==> src/sv/twcp_pkg.sv <==
// Shared types, register map and reset values for the coincidence pair builder.
`timescale 1ns / 1ps

package twcp_pkg;

  localparam int MAX_HITS_DEF = 8;

  localparam int TIME_W   = 48;
  localparam int ENERGY_W = 15;
  localparam int TICKS_W  = 16;
  localparam int IN_DATA_W  = 64;
  localparam int OUT_DATA_W = 32;
  localparam int CFG_ADDR_W = 4;
  localparam int CFG_DATA_W = 32;

  localparam logic [TICKS_W-1:0]  WINDOW_TICKS_RST   = 16'd100;
  localparam logic                VETO_ENABLE_RST    = 1'b1;
  localparam logic [ENERGY_W-1:0] VETO_CENTER_RST    = 15'd8176;
  localparam logic [ENERGY_W-1:0] VETO_HALFWIDTH_RST = 15'd48;

  typedef enum logic [1:0] {
    REG_WINDOW_TICKS   = 2'd0,
    REG_VETO_ENABLE    = 2'd1,
    REG_VETO_CENTER    = 2'd2,
    REG_VETO_HALFWIDTH = 2'd3
  } reg_idx_t;

  typedef struct packed {
    logic [TICKS_W-1:0]  window_ticks;
    logic                veto_enable;
    logic [ENERGY_W-1:0] veto_center;
    logic [ENERGY_W-1:0] veto_halfwidth;
  } twcp_cfg_t;

  // Commands from the controller to the datapath
  typedef struct packed {
    logic cap_item;   // latch the accepted input transaction
    logic open_win;   // start a window with the latched hit in slot 0
    logic add_hit;    // append latched hit, or flag overflow
    logic close_win;  // empty the buffer, no window open
    logic scan_init;  // reset pair indexes and pending pair
    logic scan_step;  // advance to the next (a, b) pair
    logic hold_pair;  // current pair becomes the pending pair
    logic emit_pend;  // move pending pair into the output register
    logic emit_last;  // the pair emitted now closes the window
  } twcp_cmd_t;

  // Status from the datapath to the controller
  typedef struct packed {
    logic flush;
    logic win_open;
    logic later;      // latched hit lies past the window end
    logic cnt_lt2;    // fewer than two buffered hits
    logic pair_ok;    // current pair is distinct and not vetoed
    logic pend_v;
    logic out_stall;  // output register full and not taken
    logic scan_last;
  } twcp_sts_t;

endpackage

==> src/sv/twcp_regs.sv <==
// APB-style configuration register file.
`timescale 1ns / 1ps

module twcp_regs
  import twcp_pkg::*;
(
  input  logic                  clk,
  input  logic                  rst_n,
  input  logic                  psel,
  input  logic                  penable,
  input  logic                  pwrite,
  input  logic [CFG_ADDR_W-1:0] paddr,
  input  logic [CFG_DATA_W-1:0] pwdata,
  output logic [CFG_DATA_W-1:0] prdata,
  output logic                  pready,
  output twcp_cfg_t             cfg
);

  twcp_cfg_t cfg_r;
  reg_idx_t  idx;
  logic      wr_en;

  assign idx    = reg_idx_t'(paddr[3:2]);
  assign wr_en  = psel && penable && pwrite;
  assign pready = 1'b1;
  assign cfg    = cfg_r;

  always_ff @(posedge clk) begin
    if (!rst_n) begin
      cfg_r.window_ticks   <= WINDOW_TICKS_RST;
      cfg_r.veto_enable    <= VETO_ENABLE_RST;
      cfg_r.veto_center    <= VETO_CENTER_RST;
      cfg_r.veto_halfwidth <= VETO_HALFWIDTH_RST;
    end else if (wr_en) begin
      unique case (idx)
        REG_WINDOW_TICKS:   cfg_r.window_ticks   <= pwdata[TICKS_W-1:0];
        REG_VETO_ENABLE:    cfg_r.veto_enable    <= pwdata[0];
        REG_VETO_CENTER:    cfg_r.veto_center    <= pwdata[ENERGY_W-1:0];
        REG_VETO_HALFWIDTH: cfg_r.veto_halfwidth <= pwdata[ENERGY_W-1:0];
        default: ;
      endcase
    end
  end

  always_comb begin
    unique case (idx)
      REG_WINDOW_TICKS:   prdata = {{(CFG_DATA_W-TICKS_W){1'b0}}, cfg_r.window_ticks};
      REG_VETO_ENABLE:    prdata = {{(CFG_DATA_W-1){1'b0}}, cfg_r.veto_enable};
      REG_VETO_CENTER:    prdata = {{(CFG_DATA_W-ENERGY_W){1'b0}}, cfg_r.veto_center};
      REG_VETO_HALFWIDTH: prdata = {{(CFG_DATA_W-ENERGY_W){1'b0}}, cfg_r.veto_halfwidth};
      default:            prdata = '0;
    endcase
  end

endmodule

==> src/sv/twcp_dp.sv <==
// Datapath: hit latch, window state, energy buffer, pair scan and output register.
`timescale 1ns / 1ps

module twcp_dp
  import twcp_pkg::*;
#(
  parameter int MAX_HITS = MAX_HITS_DEF
) (
  input  logic                  clk,
  input  logic                  rst_n,
  input  twcp_cfg_t             cfg,
  input  twcp_cmd_t             cmd,
  output twcp_sts_t             sts,
  input  logic [IN_DATA_W-1:0]  in_tdata,
  input  logic                  in_tuser,
  output logic                  out_tvalid,
  input  logic                  out_tready,
  output logic [OUT_DATA_W-1:0] out_tdata,
  output logic                  out_tuser,
  output logic                  out_tlast
);

  localparam int IDX_W = $clog2(MAX_HITS);
  localparam int CNT_W = $clog2(MAX_HITS + 1);

  // latched input transaction
  logic [TIME_W-1:0]   t_r;
  logic [ENERGY_W-1:0] e_r;
  logic                flush_r;

  // window state
  logic [TIME_W-1:0] start_r;
  logic              open_r;
  logic [CNT_W-1:0]  cnt_r;
  logic              ovf_r;

  logic [ENERGY_W-1:0] ebuf_r [MAX_HITS];
  logic [ENERGY_W-1:0] rd_a_r, rd_b_r;

  // pair scan
  logic [IDX_W-1:0]    a_r, b_r;
  logic [ENERGY_W-1:0] pend_first_r, pend_second_r;
  logic                pend_v_r;

  logic [ENERGY_W-1:0] out_first_r, out_second_r;
  logic                out_trunc_r, out_last_r, out_valid_r;

  logic [TIME_W:0]     win_end;
  logic                room;
  logic                wr_en;
  logic [IDX_W-1:0]    wr_addr;
  logic [IDX_W-1:0]    last_idx;
  logic                near_a, near_b;

  function automatic logic near_peak(input logic [ENERGY_W-1:0] e,
                                     input logic [ENERGY_W-1:0] c,
                                     input logic [ENERGY_W-1:0] h);
    logic [ENERGY_W-1:0] d;
    d = (e >= c) ? (e - c) : (c - e);
    return d < h;
  endfunction

  assign win_end  = {1'b0, start_r} + {{(TIME_W+1-TICKS_W){1'b0}}, cfg.window_ticks};
  assign room     = cnt_r < CNT_W'(MAX_HITS);
  assign last_idx = IDX_W'(cnt_r - CNT_W'(1));
  assign near_a   = near_peak(rd_a_r, cfg.veto_center, cfg.veto_halfwidth);
  assign near_b   = near_peak(rd_b_r, cfg.veto_center, cfg.veto_halfwidth);

  assign wr_en   = cmd.open_win || (cmd.add_hit && room);
  assign wr_addr = cmd.open_win ? '0 : cnt_r[IDX_W-1:0];

  always_comb begin
    sts.flush     = flush_r;
    sts.win_open  = open_r;
    sts.later     = {1'b0, t_r} > win_end;
    sts.cnt_lt2   = cnt_r < CNT_W'(2);
    sts.pair_ok   = (a_r != b_r) && !(cfg.veto_enable && near_a && near_b);
    sts.pend_v    = pend_v_r;
    sts.out_stall = out_valid_r && !out_tready;
    sts.scan_last = (a_r == last_idx) && (b_r == last_idx);
  end

  always_ff @(posedge clk) begin
    if (cmd.cap_item) begin
      t_r     <= in_tdata[TIME_W-1:0];
      e_r     <= in_tdata[TIME_W +: ENERGY_W];
      flush_r <= in_tuser;
    end
    if (cmd.open_win) begin
      start_r <= t_r;
    end
    if (wr_en) begin
      ebuf_r[wr_addr] <= e_r;
    end
    rd_a_r <= ebuf_r[a_r];
    rd_b_r <= ebuf_r[b_r];
    if (cmd.scan_init) begin
      a_r <= '0;
      b_r <= '0;
    end else if (cmd.scan_step) begin
      if (b_r == last_idx) begin
        b_r <= '0;
        a_r <= a_r + IDX_W'(1);
      end else begin
        b_r <= b_r + IDX_W'(1);
      end
    end
    if (cmd.hold_pair) begin
      pend_first_r  <= rd_a_r;
      pend_second_r <= rd_b_r;
    end
    if (cmd.emit_pend) begin
      out_first_r  <= pend_first_r;
      out_second_r <= pend_second_r;
      out_trunc_r  <= ovf_r;
      out_last_r   <= cmd.emit_last;
    end
  end

  always_ff @(posedge clk) begin
    if (!rst_n) begin
      open_r      <= 1'b0;
      cnt_r       <= '0;
      ovf_r       <= 1'b0;
      pend_v_r    <= 1'b0;
      out_valid_r <= 1'b0;
    end else begin
      if (cmd.open_win) begin
        open_r <= 1'b1;
        cnt_r  <= CNT_W'(1);
        ovf_r  <= 1'b0;
      end else if (cmd.close_win) begin
        open_r <= 1'b0;
        cnt_r  <= '0;
        ovf_r  <= 1'b0;
      end else if (cmd.add_hit) begin
        if (room) begin
          cnt_r <= cnt_r + CNT_W'(1);
        end else begin
          ovf_r <= 1'b1;
        end
      end
      if (cmd.scan_init || cmd.emit_last) begin
        pend_v_r <= 1'b0;
      end else if (cmd.hold_pair) begin
        pend_v_r <= 1'b1;
      end
      if (cmd.emit_pend) begin
        out_valid_r <= 1'b1;
      end else if (out_tready) begin
        out_valid_r <= 1'b0;
      end
    end
  end

  assign out_tvalid = out_valid_r;
  assign out_tdata  = {{(OUT_DATA_W-2*ENERGY_W){1'b0}}, out_second_r, out_first_r};
  assign out_tuser  = out_trunc_r;
  assign out_tlast  = out_last_r;

endmodule

==> src/sv/twcp_ctrl.sv <==
// Controller: sequences hit handling, window close pair scan and result hand-off.
`timescale 1ns / 1ps

module twcp_ctrl
  import twcp_pkg::*;
(
  input  logic      clk,
  input  logic      rst_n,
  input  logic      in_tvalid,
  output logic      in_tready,
  input  twcp_sts_t sts,
  output twcp_cmd_t cmd
);

  typedef enum logic [2:0] {
    S_IDLE,
    S_EVAL,
    S_RD,
    S_CHK,
    S_DRAIN,
    S_FIN
  } state_t;

  state_t state_r, state_nxt;
  logic   rdy_r;

  assign in_tready = rdy_r;

  always_comb begin
    state_nxt = state_r;
    cmd       = '0;
    unique case (state_r)
      S_IDLE: begin
        if (in_tvalid && rdy_r) begin
          cmd.cap_item = 1'b1;
          state_nxt    = S_EVAL;
        end
      end
      S_EVAL: begin
        if (sts.flush) begin
          if (sts.win_open && !sts.cnt_lt2) begin
            cmd.scan_init = 1'b1;
            state_nxt     = S_RD;
          end else begin
            cmd.close_win = 1'b1;
            state_nxt     = S_IDLE;
          end
        end else if (!sts.win_open) begin
          cmd.open_win = 1'b1;
          state_nxt    = S_IDLE;
        end else if (sts.later) begin
          if (sts.cnt_lt2) begin
            state_nxt = S_FIN;
          end else begin
            cmd.scan_init = 1'b1;
            state_nxt     = S_RD;
          end
        end else begin
          cmd.add_hit = 1'b1;
          state_nxt   = S_IDLE;
        end
      end
      // buffer read for the current pair is in flight
      S_RD: begin
        state_nxt = S_CHK;
      end
      S_CHK: begin
        if (!(sts.pair_ok && sts.pend_v && sts.out_stall)) begin
          cmd.hold_pair = sts.pair_ok;
          cmd.emit_pend = sts.pair_ok && sts.pend_v;
          if (sts.scan_last) begin
            state_nxt = S_DRAIN;
          end else begin
            cmd.scan_step = 1'b1;
            state_nxt     = S_RD;
          end
        end
      end
      // the last kept pair goes out marked as last
      S_DRAIN: begin
        if (!sts.pend_v) begin
          state_nxt = S_FIN;
        end else if (!sts.out_stall) begin
          cmd.emit_pend = 1'b1;
          cmd.emit_last = 1'b1;
          state_nxt     = S_FIN;
        end
      end
      S_FIN: begin
        if (sts.flush) begin
          cmd.close_win = 1'b1;
        end else begin
          cmd.open_win = 1'b1;
        end
        state_nxt = S_IDLE;
      end
      default: state_nxt = S_IDLE;
    endcase
  end

  always_ff @(posedge clk) begin
    if (!rst_n) begin
      state_r <= S_IDLE;
      rdy_r   <= 1'b0;
    end else begin
      state_r <= state_nxt;
      rdy_r   <= (state_nxt == S_IDLE);
    end
  end

endmodule

==> src/sv/time_window_coincidence_pairs_unit.sv <==
// Top level of the time-window coincidence pair builder.
// Hits enter on the in_ stream (tdata: hit_time, hit_energy; tuser: flush) in
// time order. The first hit opens a coincidence window; a hit past
// window start + window_ticks closes it, and every ordered pair of distinct
// buffered hits comes out on the out_ stream (tdata: energy_first,
// energy_second; tuser: window_truncated; tlast: last pair of the window).
// Pairs with both energies near veto_center are dropped when the veto is on.
// A transaction with flush set closes the open window without opening another.
// A hit that does not close a window passes through the evaluate state, with
// in_tready low meanwhile. Closing a window with n buffered hits walks all
// n*n slot pairs through the two-port buffer read, each pair in a read and
// a check state, with the input blocked; one result register decouples the
// output. If out_tready stays low, the scan holds on the next kept pair while
// the input stays blocked. Synchronous reset closes any window and drops
// pending results; in_tready is registered and rises once reset is released.
// Registers are written through the cfg_ APB port (pready always high); the
// user must write them only while idle, which the block does not enforce.
`timescale 1ns / 1ps

module time_window_coincidence_pairs_unit
  import twcp_pkg::*;
#(
  parameter int MAX_HITS = MAX_HITS_DEF
) (
  input  logic                  clk,
  input  logic                  rst_n,
  input  logic                  in_tvalid,
  output logic                  in_tready,
  input  logic [IN_DATA_W-1:0]  in_tdata,   // [47:0] hit_time, [62:48] hit_energy
  input  logic                  in_tuser,   // [0] flush
  output logic                  out_tvalid,
  input  logic                  out_tready,
  output logic [OUT_DATA_W-1:0] out_tdata,  // [14:0] energy_first, [29:15] energy_second
  output logic                  out_tuser,  // [0] window_truncated
  output logic                  out_tlast,
  input  logic                  cfg_psel,
  input  logic                  cfg_penable,
  input  logic                  cfg_pwrite,
  input  logic [CFG_ADDR_W-1:0] cfg_paddr,
  input  logic [CFG_DATA_W-1:0] cfg_pwdata,
  output logic [CFG_DATA_W-1:0] cfg_prdata,
  output logic                  cfg_pready
);

  twcp_cfg_t cfg;
  twcp_cmd_t cmd;
  twcp_sts_t sts;

  twcp_regs u_regs (
    .clk     (clk),
    .rst_n   (rst_n),
    .psel    (cfg_psel),
    .penable (cfg_penable),
    .pwrite  (cfg_pwrite),
    .paddr   (cfg_paddr),
    .pwdata  (cfg_pwdata),
    .prdata  (cfg_prdata),
    .pready  (cfg_pready),
    .cfg     (cfg)
  );

  twcp_ctrl u_ctrl (
    .clk       (clk),
    .rst_n     (rst_n),
    .in_tvalid (in_tvalid),
    .in_tready (in_tready),
    .sts       (sts),
    .cmd       (cmd)
  );

  twcp_dp #(
    .MAX_HITS (MAX_HITS)
  ) u_dp (
    .clk        (clk),
    .rst_n      (rst_n),
    .cfg        (cfg),
    .cmd        (cmd),
    .sts        (sts),
    .in_tdata   (in_tdata),
    .in_tuser   (in_tuser),
    .out_tvalid (out_tvalid),
    .out_tready (out_tready),
    .out_tdata  (out_tdata),
    .out_tuser  (out_tuser),
    .out_tlast  (out_tlast)
  );

endmodule

==> config.mk <==
export PLATFORM = sky130hd
export DESIGN_NAME = time_window_coincidence_pairs_unit
export DESIGN_NICKNAME = d
export VERILOG_FILES = /design/src/sv/twcp_pkg.sv /design/src/sv/twcp_regs.sv /design/src/sv/twcp_dp.sv /design/src/sv/twcp_ctrl.sv /design/src/sv/time_window_coincidence_pairs_unit.sv
export SDC_FILE = /design/constraint.sdc
export NUM_CORES = 1
export LEC_CHECK = 0
export ABC_CLOCK_PERIOD_IN_PS = 9200
export BUFFER_PORTS_ARGS = -buffer_cell sky130_fd_sc_hd__buf_4
export CORE_ASPECT_RATIO = 2
export CORE_MARGIN = 2
export CORE_UTILIZATION = 57
export CTS_CLUSTER_DIAMETER = 100
export DETAILED_ROUTE_END_ITERATION = 6
export PLACE_DENSITY = 0.74
export SYNTH_ARGS = -nofsm -noshare
export SYNTH_HDL_FRONTEND = slang
export SYNTH_SLANG_ARGS = --single-unit
==> constraint.sdc <==
create_clock -name clk -period 9.2 [get_ports clk]
set_input_delay 0.92 -clock clk [delete_from_list [all_inputs] [get_ports clk]]
set_output_delay 0.92 -clock clk [all_outputs]
set_load 0.02 [all_outputs]
Word-level counts from Yosys, hierarchy flattened:

Memory sizes are Yosys's and may differ from the RTL's. A register that Yosys moved wholly into a read port is not among the register bits.
Cells that the tools add are included.

* input port bits: 108
* memories: 1
* memory bits (writable): 120
* output and inout bits: 69
* register bits: 239

Memories
* u_dp.ebuf_r: words 8, bits a word 15, rd ports 2, clocked after memory_dff 2, wr ports 1, line twcp_dp.sv:37 `logic [ENERGY_W-1:0] ebuf_r [MAX_HITS];`

* eq/ne operators: 11
* muxes and demuxes: 52
* $lt $le $gt $ge: 7
* bitwise logic cells: 2
* reduce and logical (&&, ||, !) cells: 34
* add/subtract/negate cells: 9

Operator list (count)
* 32-bit one-hot mux with 4 select lines: 1
* 15-bit subtractor: 4
* 48-bit by 16-bit adder with 49-bit output: 1
* 48-bit by 49-bit > comparator with 1-bit output: 1
* 3-bit 2-to-1 mux: 12
* 15-bit greater-or-equal comparator: 2
* 15-bit < comparator: 2
* 15-bit 2-to-1 mux: 2
* 1-bit 2-to-1 mux: 28
* 2-bit AND reduction: 8
* 3-bit one-hot mux with 5 select lines: 1
* 1-bit logical AND: 12
* 2-bit 2-to-1 mux: 5
* 3-bit by 1-bit adder with 3-bit output (second input constant): 2
* 3-bit by 2-bit == test with 1-bit output (second input constant): 2
* 3-bit == test: 2
* 3-bit == test (second input constant): 2
* 3-bit logical NOT: 2
* 1-bit one-hot mux with 2 select lines: 3
* 3-bit nonzero test: 2
* 4-bit by 1-bit adder with 4-bit output (second input constant): 1
* 2-bit == test (second input constant): 2
* 4-bit by 2-bit < comparator with 1-bit output (second input constant): 1
* 4-bit < comparator (second input constant): 1
* 11 further kinds: 16

Longest topological paths before layout:

Gate-level depths: netlist (run 1).

* word-level depth: 12
* mapped depth: 23
* mapped depth without buffers: 22

Modules after synthesis:

Synthesis (run 1) repeated with hierarchy kept, for this count alone.

* cells, all modules: 1628
* area total of the unflattened synthesis: 20607.3 um2

Modules (own cells, without submodules)
* twcp_dp: area each 17909.7 um2, times used 1, cells each 1335, seq. area each 9709.3 um2
* twcp_regs: area each 2362.3 um2, times used 1, cells each 250, seq. area each 940.9 um2
* twcp_ctrl: area each 335.3 um2, times used 1, cells each 43, seq. area each 80.1 um2

Least setup slack after synthesis (run 1):

No wires, ideal clock.

* path type: register to register
* start: register u_dp.start_r[0]
* end: memory u_dp.ebuf_r[1][0], enable pin
* data arrival time: 5570 ps
* data required time: 8774 ps
* slack: 3204 ps
* clock period less this slack: 5996 ps
* cell stages (with the launch flop): 21
* cells stage by stage: edfxtp_1 -> ha_1 -> fa_1 -> a211oi_1 -> o21ai_0 -> a21oi_1 -> nor2_1 -> o21ai_0 -> nand2_1 -> a21oi_1 -> xor2_1 -> ha_1 -> a21o_1 -> a21o_1 -> a21o_1 -> a211o_1 -> a211oi_1 -> a31oi_1 -> a21oi_1 -> nand2_1 -> nor4_1

* longest elaborated chain between the ends: 10

RTL lines
* start, declared: line twcp_dp.sv:32 `logic [TIME_W-1:0] start_r;`
* start signal, assigned: line twcp_dp.sv:90 `start_r <= t_r;`
* 48-bit by 16-bit adder with 49-bit output: line twcp_dp.sv:63 `assign win_end = {1'b0, start_r} + {{(TIME_W+1-TICKS_W){1'b0}}, cfg.window_ticks};`
* 48-bit by 49-bit > comparator with 1-bit output: line twcp_dp.sv:75 `sts.later = {1'b0, t_r} > win_end;`
* 1-bit 2-to-1 mux: line twcp_ctrl.sv:51 `end else if (sts.later) begin`
* 1-bit 2-to-1 mux: line twcp_ctrl.sv:48 `end else if (!sts.win_open) begin`
* 2-bit 2-to-1 mux: line twcp_ctrl.sv:40 `if (sts.flush) begin`
* 1-bit 2-to-1 mux: line twcp_ctrl.sv:32 `unique case (state_r)`
* 1-bit logical AND: line twcp_dp.sv:69 `assign wr_en = cmd.open_win || (cmd.add_hit && room);`
* 1-bit logical OR: line twcp_dp.sv:69
* 1-bit 2-to-1 mux: line twcp_dp.sv:92 `if (wr_en) begin`
* 1-bit 2-to-1 mux (implied by the code): line twcp_dp.sv:93 `ebuf_r[wr_addr] <= e_r;`
* end, declared: line twcp_dp.sv:37

No other way between the ends.

Worst setup path in the final report (run 1):

* start: register u_dp.start_r[2]
* end: memory u_dp.ebuf_r[6][11], enable pin

Same word-level chain as after synthesis.

==> flow_summary_export.csv, run 1 <==
group,metric,value,unit
run_status,status,"finished clean",
route,detail_route.iter0.violations,884,
timing,report.final.setup_viol,0,
finish,flow.area_growth_from_synthesis,13.2,%
timing,min_period_over_period,74.3,%
clock_network,cts_repair_resize_count,0,
clock_network,cts_max_path_buffers,3,
placed_design,placement.io_buffers,138,
route,drt-wirelength-per-cell,23.5,µm
grt,first_global_vias,14100,
setup_path,worst_ep_required_time,9.35,ns
route,drc,0,
finish,antenna_fix_cells,0,
job,drv_cap,0,
setup_path,crit_path_cell_trace,"ha_1 -> o21ai_0 -> o21a_1 -> o21ai_0 -> a31oi_1 -> o31ai_2 -> a211oi_1 -> buf_4 -> or2_2 -> nor2_1 -> xnor2_1 -> ha_1 -> nand3_1 -> nor4_1 -> and2_1 -> and3_1 -> a31oi_1 -> a211oi_2 -> nand2_1 -> nor3b_4",
setup_path,timing.critical_path.to_type,"flip-flop",
floorplanning,floorplan.die.height,270,µm
power,pwr_density_cell,162,nW/µm²
yosys,synth-edff-count,294,
floorplanning,top_level_ports,177,
yosys,synth.yosys.warnings,0,
floorplanning,std_cell_rows,97,
yosys,synth.avg_cell_area,12.6,µm²
power,total_leakage_power,0.00873,µW
setup_path,critical-path-max-stage-delay,0.93,ns
yosys,synth_area_leader_cell,"edfxtp_1",
setup_path,critPathTopFamily,"simple AND/OR/NAND/NOR gates",
clock_network,tritoncts_clock_tree,"built",
clock_network,setup_repair_bufs_after_cts,0,
min_path,worstHoldPathType,"flip-flop to flip-flop",
clock_network,cts.sink_count,389,
floorplanning,die_area,37000,µm²
finish,fillerInstances,2630,
finish,regArea,10700,µm²
yosys,yosys-top-cells-count,"294 x edfxtp_1, 154 x ha_1, 143 x nand2_1",
grt,grt_overflow_total,0,
timing,period_minus_slack,6.83,ns
floorplanning,floorplan.core_area,35000,µm²
clock_network,cts_hold_buf,0,
timing,max-slew-margin-rel,25.1,%
clock_network,tritoncts.num_buffers,35,
finish,layout.core_utilization,65.4,%
timing,fin_worst_skew,0.0312,ns
floorplanning,floorplan.initialDensity,57.8,%
grt,grt_start_max_net_pins,65,
placed_design,place_congestion,0.962,
placed_design,detailed_place_hpwl,37.9,mm
finish,drive_above_1_share,19.5,%
power,totalPowerFinal,3690,µW
timing,rsz0062_at_grt,"false",
yosys,synthDominantCellAreaShare,43.7,%
yosys,synth-main-ff-cell,"edfxtp_1",
clock_network,skew_pair_late_insertion_delay,0.55,ns
timing,timing.final.max_slew_violations,0,
yosys,postSynthRegisterBits,389,
finish,multi_input_comb_area,8860,µm²
route,route.vias.total,13400,
timing,hold_viol,0,
clock_network,clkSlewWorstSetupHoldPaths,0.07,ns
setup_path,slowest_stage_cell_on_the_critical_path,"nor3b_4",
yosys,synthMostInstantiatedCell,"edfxtp_1",
grt,grt_use_total,28.4,%
yosys,netlist_area,20200,µm²
timing,holdWs,0.418,ns
yosys,netlist_instances,1603,
route,ant_nets,0,
setup_path,worstPathBufferInverterCount,1,
setup_path,critPathKind,"flip-flop to flip-flop",
timing,fmax,0.146,GHz
finish,finish.net_count,1994,
yosys,synth-seq-area-share,53.1,%
timing,tightestPinTransition,1.12,ns
setup_path,timing.reg2reg.setup_slack,2.37,ns
floorplanning,fp.dieW,137,µm
timing,finalSetupTns,0,ns
yosys,synth_cell_types,75,
route,vias_per_cell,6.09,
yosys,biggest_area_contributors_in_the_synthesized_netlist,"edfxtp_1 44%, ha_1 9.5%, dfxtp_1 9.4%",
power,power.ir.vdd_worst,176,µV
route,routed_wirelength,51.6,mm
route,detailedRoute.firstPassIterationCount,6,
setup_path,crit_path_max_fanout,15,
setup_path,cp.arrival,6.99,ns
clock_network,h-tree-depth,2,
grt,antenna_found_initial,0,
setup_path,start_kind,"flip-flop",
grt,grt_pass1_wl,78.0,mm
clock_network,root_buffer_cell,"clkbuf_16",
yosys,synthArstFlopShare,0,%
[cells by family (layout without fill, tap and decap cells)]
logic type,Yosys count,in the layout,share of synthesized area [%]
flip-flops,389,389,53.1
AND/OR/NAND/NOR,360,360,8.79
AO/OA/AOI/OAI,324,324,11.0
buffers and inverters,169,302,3.62
adder cells (fa/ha/maj),159,159,10.0
multiplexers,117,117,9.80
XOR/XNOR,83,83,3.60
other,2,19,0.0372
[final cells by class]
cell class,instances,share of cell area [%]
clock inverter,19,1.09
timing repair buffer,150,4.93
inverter,89,1.46
multi-input combinational,1062,38.8
tap,445,2.44
clock buffer,44,4.35
sequential,389,47.0
[sequential cells by signal (all words and copies together), names as in the netlist, 4 cells and up]
name                flops
u_regs.cfg             47
u_dp.t_r               48
u_dp.rd_b_r            15
u_dp.ebuf_r           120
u_dp.pend_second_r     15
u_dp.pend_first_r      15
u_dp.out_second_r      15
u_dp.cnt_r              4
u_dp.rd_a_r            15
u_dp.e_r               15
u_dp.start_r           48
u_dp.out_first_r       15
[where the power goes]
part           total (µW)  internal (µW)  switching, µW
clock network        1580            918            658
registers            1920           1900           20.4
logic                 193           81.9            111
total                3690           2900            789
[placed cells by master (no fill, tap or decap), types with 7 or more instances in the layout]
master,n
a211oi_1,12
a21boi_0,36
a21o_1,49
a21oi_1,76
a22o_1,14
and2_1,13
and3_1,12
and4_1,9
buf_4,150
clkbuf_16,38
conb_1,19
dfxtp_1,91
edfxtp_1,294
ha_1,154
inv_1,89
mux2_2,35
mux2i_1,21
mux4_2,61
nand2_1,143
nand2b_1,9
nand3_1,22
nand4_1,16
nor2_1,67
nor2b_1,11
nor3_1,17
o211ai_1,18
o21a_1,15
o21ai_0,49
o21bai_1,7
or2_2,7
xnor2_1,44
xor2_1,39
[through the flow]
step	cell area [µm²]	worst slack [ns]	cells
after global routing	22900	2.06	2198
final	22900	2.37	2198
after detailed placement	21600	2.39	2135
after global placement	21600	2.48	2135
after CTS	22900	2.38	2198
after floorplan	20300	3.20	1620
[per-layer routing]
layer | track usage (%) | share of wire (%) | up-vias
met2 | 52.4 | 55 | 398
met5 | 0 | 0 | -
met1 | 28.0 | 33 | 6613
met4 | 21.2 | 8.8 | 0
li1 | - | - | 6181
met3 | 3.32 | 3.6 | 186
[final timing paths]
| kind | from | to | depth (start not counted) |
|---|---|---|---|
| worst max-delay path | u_dp.start_r[2]$_DFFE_PP_ | u_dp.ebuf_r[6][11]$_DFFE_PP_ | 20 |
| worst min register to register | u_dp.pend_second_r[11]$_DFFE_PP_ | u_dp.out_second_r[11]$_DFFE_PP_ | 0 |
| worst max register to register | u_dp.start_r[2]$_DFFE_PP_ | u_dp.ebuf_r[6][11]$_DFFE_PP_ | 20 |
| worst min-delay path | u_dp.pend_second_r[11]$_DFFE_PP_ | u_dp.out_second_r[11]$_DFFE_PP_ | 0 |
Power figures use the tool's default switching activity.
==> run 2, diff against run 1 <==
Settings changed: ABC_CLOCK_PERIOD_IN_PS 9200 to 6000, CORE_UTILIZATION 57 to 55.
Clock period 9.2 ns to 6 ns, I/O delays scaled along.
==> run 2 against run 1 <==
  * Sequential power grew 54%
  * First-iteration DRC count shrank 19%
  * Setup slack lost 2.1 ns
  * Hold slack lost 0.18 ns
  * Utilization shrank 1.5 points
  * Sequential share of layout area shrank 0.65 points
  * Via count grew 0.48%
  * Clock-buffer cell count grew 1
  * Design area grew 1.4%
  * Global-route usage shrank 2.0 points
  * Sequential cell count is the same
==> flow_summary_export.csv, run 2 (synthesis gave the netlist of run 1 again) <==
group,metric,value,unit
floorplanning,std_cell_rows,99,
clock_network,clkSlewWorstSetupHoldPaths,0.07,ns
timing,min_period_over_period,95.1,%
finish,drive_above_1_share,20.9,%
route,ant_nets,0,
setup_path,crit_path_max_fanout,8,
floorplanning,floorplan.core_area,36300,µm²
clock_network,cts_hold_buf,0,
job,drv_cap,0,
finish,largest_register,"u_dp.ebuf_r",
route,detail_route.iter0.violations,714,
route,drt-wirelength-per-cell,22.7,µm
floorplanning,fp.dieW,139,µm
timing,timing.final.ws_setup,0.292,ns
clock_network,root_buffer_cell,"clkbuf_16",
finish,most-common-layout-cells,"294 x edfxtp_1, 178 x buf_4, 154 x ha_1",
min_path,holdCritStartpoint,"in_tdata[2]",
route,met2_wirelength,28.0,mm
placed_design,placement.io_buffers,138,
setup_path,r2r_depth,24,
route,vias_per_cell,5.99,
finish,reg_top3,"u_dp.ebuf_r x120, u_dp.start_r x48, u_dp.t_r x48",
finish,fillerInstances,2831,
placed_design,post-place-ws,0.0904,ns
floorplanning,die_area,38400,µm²
min_path,hold_path_depth,1,
floorplanning,floorplan.initialDensity,55.6,%
setup_path,timing.critical_path.to_type,"flip-flop",
timing,finalSetupTns,0,ns
placed_design,place_congestion,1.10,
grt,grt_use_total,26.4,%
timing,fin_worst_skew,0.0164,ns
grt,antenna_found_initial,0,
finish,most_common_cell_after_layout_fill_and_taps_aside,"edfxtp_1",
finish,cell_count_final_fillers_out,2244,
setup_path,critPathKind,"flip-flop to flip-flop",
grt,grt_overflow_total,0,
grt,grt_start_max_net_pins,64,
route,route.vias.total,13400,
clock_network,tritoncts_clock_tree,"built",
route,met3_wirelength,1.98,mm
route,highest_layer,"met4",
setup_path,regToRegEndpoint,"u_dp.ebuf_r[6][1]$_DFFE_PP_",
timing,tightestPinTransition,1.18,ns
clock_network,tritoncts.num_buffers,35,
finish,flow.area_growth_from_synthesis,14.8,%
setup_path,worstReg2RegStart,"u_dp.start_r[2]$_DFFE_PP_",
route,wl_met1,17.0,mm
floorplanning,top_level_ports,177,
grt,grt_pass1_wl,76.9,mm
run_status,status,"finished clean",
placed_design,dp.cells,2179,
finish,finish.net_count,2030,
finish,antenna_fix_cells,0,
timing,hold_viol,0,
setup_path,cp.arrival,5.95,ns
placed_design,detailed_place_hpwl,38.1,mm
timing,report.final.setup_viol,0,
route,detailedRoute.firstPassIterationCount,5,
clock_network,skew_pair_late_insertion_delay,0.55,ns
min_path,worstHoldPathType,"input port to flip-flop",
timing,timing.final.max_slew_violations,0,
route,routed_wirelength,50.9,mm
power,total_leakage_power,0.00891,µW
clock_network,cts_max_path_buffers,3,
power,power.ir.vdd_worst,393,µV
grt,first_global_vias,13800,
timing,fmax,0.175,GHz
power,pwr_density_cell,239,nW/µm²
finish,largest_register_ffs,120,
floorplanning,floorplan.die.height,275,µm
clock_network,h-tree-depth,2,
timing,period_minus_slack,5.71,ns
setup_path,worst_ep_required_time,6.24,ns
timing,max-slew-margin-rel,21.2,%
setup_path,timing.reg2reg.setup_slack,0.29,ns
setup_path,start_kind,"flip-flop",
clock_network,cts.sink_count,389,
route,drc,0,
min_path,timing.hold.worst_endpoint,"u_dp.t_r[2]$_DFFE_PP_",
[run 2: changes by cell type in the layout (fill, tap and decap cells not counted), sizes merged]
cell,before,now
bufinv,5,4
buf,150,186
clkinv,8,9
inv,93,92
clkinvlp,2,3
clkbuf,44,45
[run 2: through the flow]
stage,area [µm²],util [%],hold WS [ns],total power (µW)
finish,23200,63.9,0.233,5550
global route,23200,63.9,0.205,5730
CTS,23100,63.8,0.201,5600
detailed placement,22000,60.5,0.405,3300
global placement,22000,60.5,0.402,3290
floorplan,20300,-,0.400,3180
[run 2: routing by layer]
metal,up-vias,GRT usage (%)
li1,6252,-
met1,6640,26.4
met4,0,17.5
met5,-,0
met3,137,2.85
met2,413,51.0
[run 2: final cells by class]
| class | instances | area (µm²) | share of cell area [%] |
|---|---|---|---|
| Clock buffer | 45 | 933 | 4.03 |
| Clock inverter | 19 | 250 | 1.08 |
| Inverter | 89 | 334 | 1.44 |
| Multi-Input combinational cell | 1062 | 8860 | 38.2 |
| Sequential cell | 389 | 10700 | 46.3 |
| Tap cell | 454 | 568 | 2.45 |
| Timing Repair Buffer | 186 | 1500 | 6.46 |
[run 2: repair_timing]
| item | 4_1_cts | 5_1_grt |
|---|---|---|
| setup endpoints to repair | 0 | 119 |
| buffers inserted | 0 | 1 |
| gates resized for setup | 0 | 6 |
[run 2: worst max path at each step]
| stage | from | to | slack [ns] | cells after the start |
|---|---|---|---|---|
| finish | u_dp.start_r[2]$_DFFE_PP_ | u_dp.ebuf_r[6][1]$_DFFE_PP_ | 0.29 | 24 |
| global route | u_dp.start_r[2]$_DFFE_PP_ | u_dp.ebuf_r[6][5]$_DFFE_PP_ | -0.03 | 24 |
| CTS | u_dp.start_r[2]$_DFFE_PP_ | u_dp.ebuf_r[6][5]$_DFFE_PP_ | 0.03 | 24 |
| detailed placement | u_dp.start_r[2]$_DFFE_PP_ | u_dp.ebuf_r[6][8]$_DFFE_PP_ | 0.09 | 24 |
| global placement | u_dp.start_r[2]$_DFFE_PP_ | u_dp.ebuf_r[6][8]$_DFFE_PP_ | 0.14 | 24 |
| floorplan | u_dp.start_r[0]$_DFFE_PP_ | u_dp.ebuf_r[1][0]$_DFFE_PP_ | 0.004 | 20 |
[run 2: where the power goes]
group	internal (µW)	switching, µW	total, µW
registers	2920	30.1	2950
logic	129	169	298
clock network	1300	1000	2300
total	4350	1200	5550
[run 2: critical path, cell delays in order (launching register included)]
cell and delay (ns):
edfxtp_1 0.38, ha_1 0.36, o21ai_0 0.12, o21a_1 0.20, o21ai_1 0.20, a31oi_1 0.17
o31ai_2 0.36, a211oi_1 0.13, buf_4 0.18, or2_2 0.36, buf_4 0.18, nor4_4 0.16
xnor2_1 0.10, ha_1 0.28, nand4_1 0.16, nor4_4 0.34, buf_4 0.18, and2_1 0.13
and3_1 0.14, a31oi_1 0.06, buf_4 0.19, a211oi_4 0.31, nand2_1 0.19, nor3b_2 0.25
buf_4 0.23
==> run 3, diff against run 2 <==
Settings changed: ABC_CLOCK_PERIOD_IN_PS 6000 to 5310, CORE_UTILIZATION 55 to 57, PLACE_DENSITY 0.74 to 0.77.
Clock period 6 ns to 5.31 ns, I/O delays scaled along.
==> run 3 against run 2 <==
  * First-iteration DRC count up 58%
  * Via count up 7.3%
  * Wire length increased by 12%
  * Largest power group unchanged
==> flow_summary_export.csv, run 3 (synthesis gave the netlist of run 1 again) <==
group,metric,value,unit
finish,largest_register,"u_dp.ebuf_r",
finish,multi_input_comb_area,9310,µm²
floorplanning,floorplan.core_area,35000,µm²
finish,reg_top3,"u_dp.ebuf_r x120, u_dp.start_r x48, u_dp.t_r x48",
grt,first_global_vias,14900,
finish,largest_register_ffs,120,
timing,max-slew-margin-rel,16.5,%
route,detail_route.iter0.violations,1126,
grt,grt_start_max_net_pins,55,
setup_path,start_kind,"flip-flop",
timing,timing.final.max_slew_violations,0,
clock_network,skew_pair_late_insertion_delay,0.56,ns
floorplanning,std_cell_rows,97,
clock_network,h-tree-depth,2,
clock_network,root_buffer_cell,"clkbuf_16",
clock_network,cts_max_path_buffers,3,
placed_design,placement.io_buffers,138,
floorplanning,floorplan.initialDensity,57.8,%
floorplanning,die_area,37000,µm²
power,total_leakage_power,0.00971,µW
grt,grt_pass1_wl,83.8,mm
timing,timing.final.ws_setup,0.0626,ns
clock_network,cts.sink_count,389,
route,vias_per_cell,6.07,
power,power.ir.vdd_worst,323,µV
route,drc,0,
finish,fillerInstances,2421,
power,pwr_density_cell,256,nW/µm²
timing,fmax,0.191,GHz
finish,drive_above_1_share,30.2,%
timing,period_minus_slack,5.25,ns
timing,rsz0062_at_grt,"true",
setup_path,timing.critical_path.to_type,"flip-flop",
finish,fin_area,24800,µm²
finish,flow.area_growth_from_synthesis,22.6,%
placed_design,post-place-ws,-0.603,ns
placed_design,place_congestion,1.06,
run_status,status,"finished clean",
grt,grt_overflow_total,0,
timing,fin_worst_skew,0.0250,ns
clock_network,clkSlewWorstSetupHoldPaths,0.07,ns
min_path,worstHoldPathType,"input port to flip-flop",
route,ant_nets,0,
finish,antenna_fix_cells,0,
floorplanning,floorplan.die.height,270,µm
placed_design,placed_area,22900,µm²
grt,antenna_found_initial,1,
route,route.vias.total,14400,
clock_network,tritoncts.num_buffers,35,
finish,most-common-layout-cells,"304 x buf_4, 294 x edfxtp_1, 145 x ha_1",
clock_network,tritoncts_clock_tree,"built",
grt,grt_use_total,30.8,%
route,drt-wirelength-per-cell,24.0,µm
floorplanning,top_level_ports,177,
setup_path,cp.arrival,5.50,ns
clock_network,cts_hold_buf,0,
setup_path,crit_path_max_fanout,8,
timing,report.final.setup_viol,0,
setup_path,critPathKind,"flip-flop to flip-flop",
timing,hold_viol,0,
route,detailedRoute.firstPassIterationCount,6,
timing,min_period_over_period,98.8,%
timing,tightestPinTransition,1.25,ns
floorplanning,fp.dieW,137,µm
placed_design,detailed_place_hpwl,41.3,mm
job,drv_cap,0,
finish,regArea,10700,µm²
finish,finish.net_count,2171,
finish,layout.core_utilization,70.8,%
power,totalPowerFinal,6340,µW
route,routed_wirelength,57.0,mm
finish,most_common_cell_after_layout_fill_and_taps_aside,"buf_4",
setup_path,worst_ep_required_time,5.57,ns
-- run 3: critical path: stages, from the launching register on --
cell      delay, ns
edfxtp_1       0.46
buf_6          0.16
fa_2           0.43
a211oi_4       0.29
o21ai_2        0.12
nand4_1        0.12
a41oi_2        0.16
buf_4          0.18
buf_4          0.12
o21ba_4        0.22
and3_4         0.18
xnor2_2        0.13
ha_1           0.33
nand3_2        0.13
o22ai_1        0.10
nor2_1         0.16
o21ai_2        0.12
a211oi_2       0.31
a31oi_4        0.18
a211oi_4       0.40
nand2_4        0.15
nor2_1         0.25
buf_4          0.24
-- run 3: layout make-up --
type	count	share of cell area, %
clock buffer	46	4.08
clock inverter	17	0.723
inverter	89	1.35
multi-input combinational	1063	37.6
sequential	389	43.4
tap	445	2.25
timing repair buffer	326	10.6
-- run 3: metal layers --
layer	vias to the layer above	global-route usage, %	routed length [µm]
met4	2	25.3	5840
met1	7019	29.3	17400
met5	-	0	13
li1	6525	-	-
met3	253	5.31	3260
met2	625	55.6	30500
-- run 3: metrics by stage --
step | hold WS [ns] | setup TNS [ns] | std cells
floorplan | 0.400 | -15.91 | 1620
global placement | 0.401 | -42.57 | 2294
detailed placement | 0.405 | -62.28 | 2294
CTS | 0.133 | -0.00741 | 2366
global route | 0.134 | -7.60 | 2375
finish | 0.145 | 0 | 2375
-- run 3: path summary, 6_finish.rpt --
kind                                                      start                              to  slack (ns)  cells after the start
worst max-delay path                  u_dp.start_r[1]$_DFFE_PP_    u_dp.ebuf_r[7][10]$_DFFE_PP_        0.06                     22
worst min-delay path                               in_tdata[54]           u_dp.e_r[6]$_DFFE_PP_        0.15                      1
worst max register to register        u_dp.start_r[1]$_DFFE_PP_    u_dp.ebuf_r[7][10]$_DFFE_PP_        0.06                     22
worst min register to register  u_dp.pend_first_r[12]$_DFFE_PP_  u_dp.out_first_r[12]$_DFFE_PP_        0.42                      0
-- run 3: what timing repair did --
| item | CTS | global route |
|---|---|---|
| pin swaps | 12 | 45 |
| setup buffers | 7 | 11 |
| gates cloned | 2 | 0 |
| resized for setup | 37 | 73 |
| endpoints found under the setup margin | 198 | 195 |
-- run 3: power breakdown --
part	switching [µW]	total, µW	internal [µW]
combinational	211	384	173
sequential	34.4	3330	3300
clock	1160	2630	1460
total	1410	6340	4940
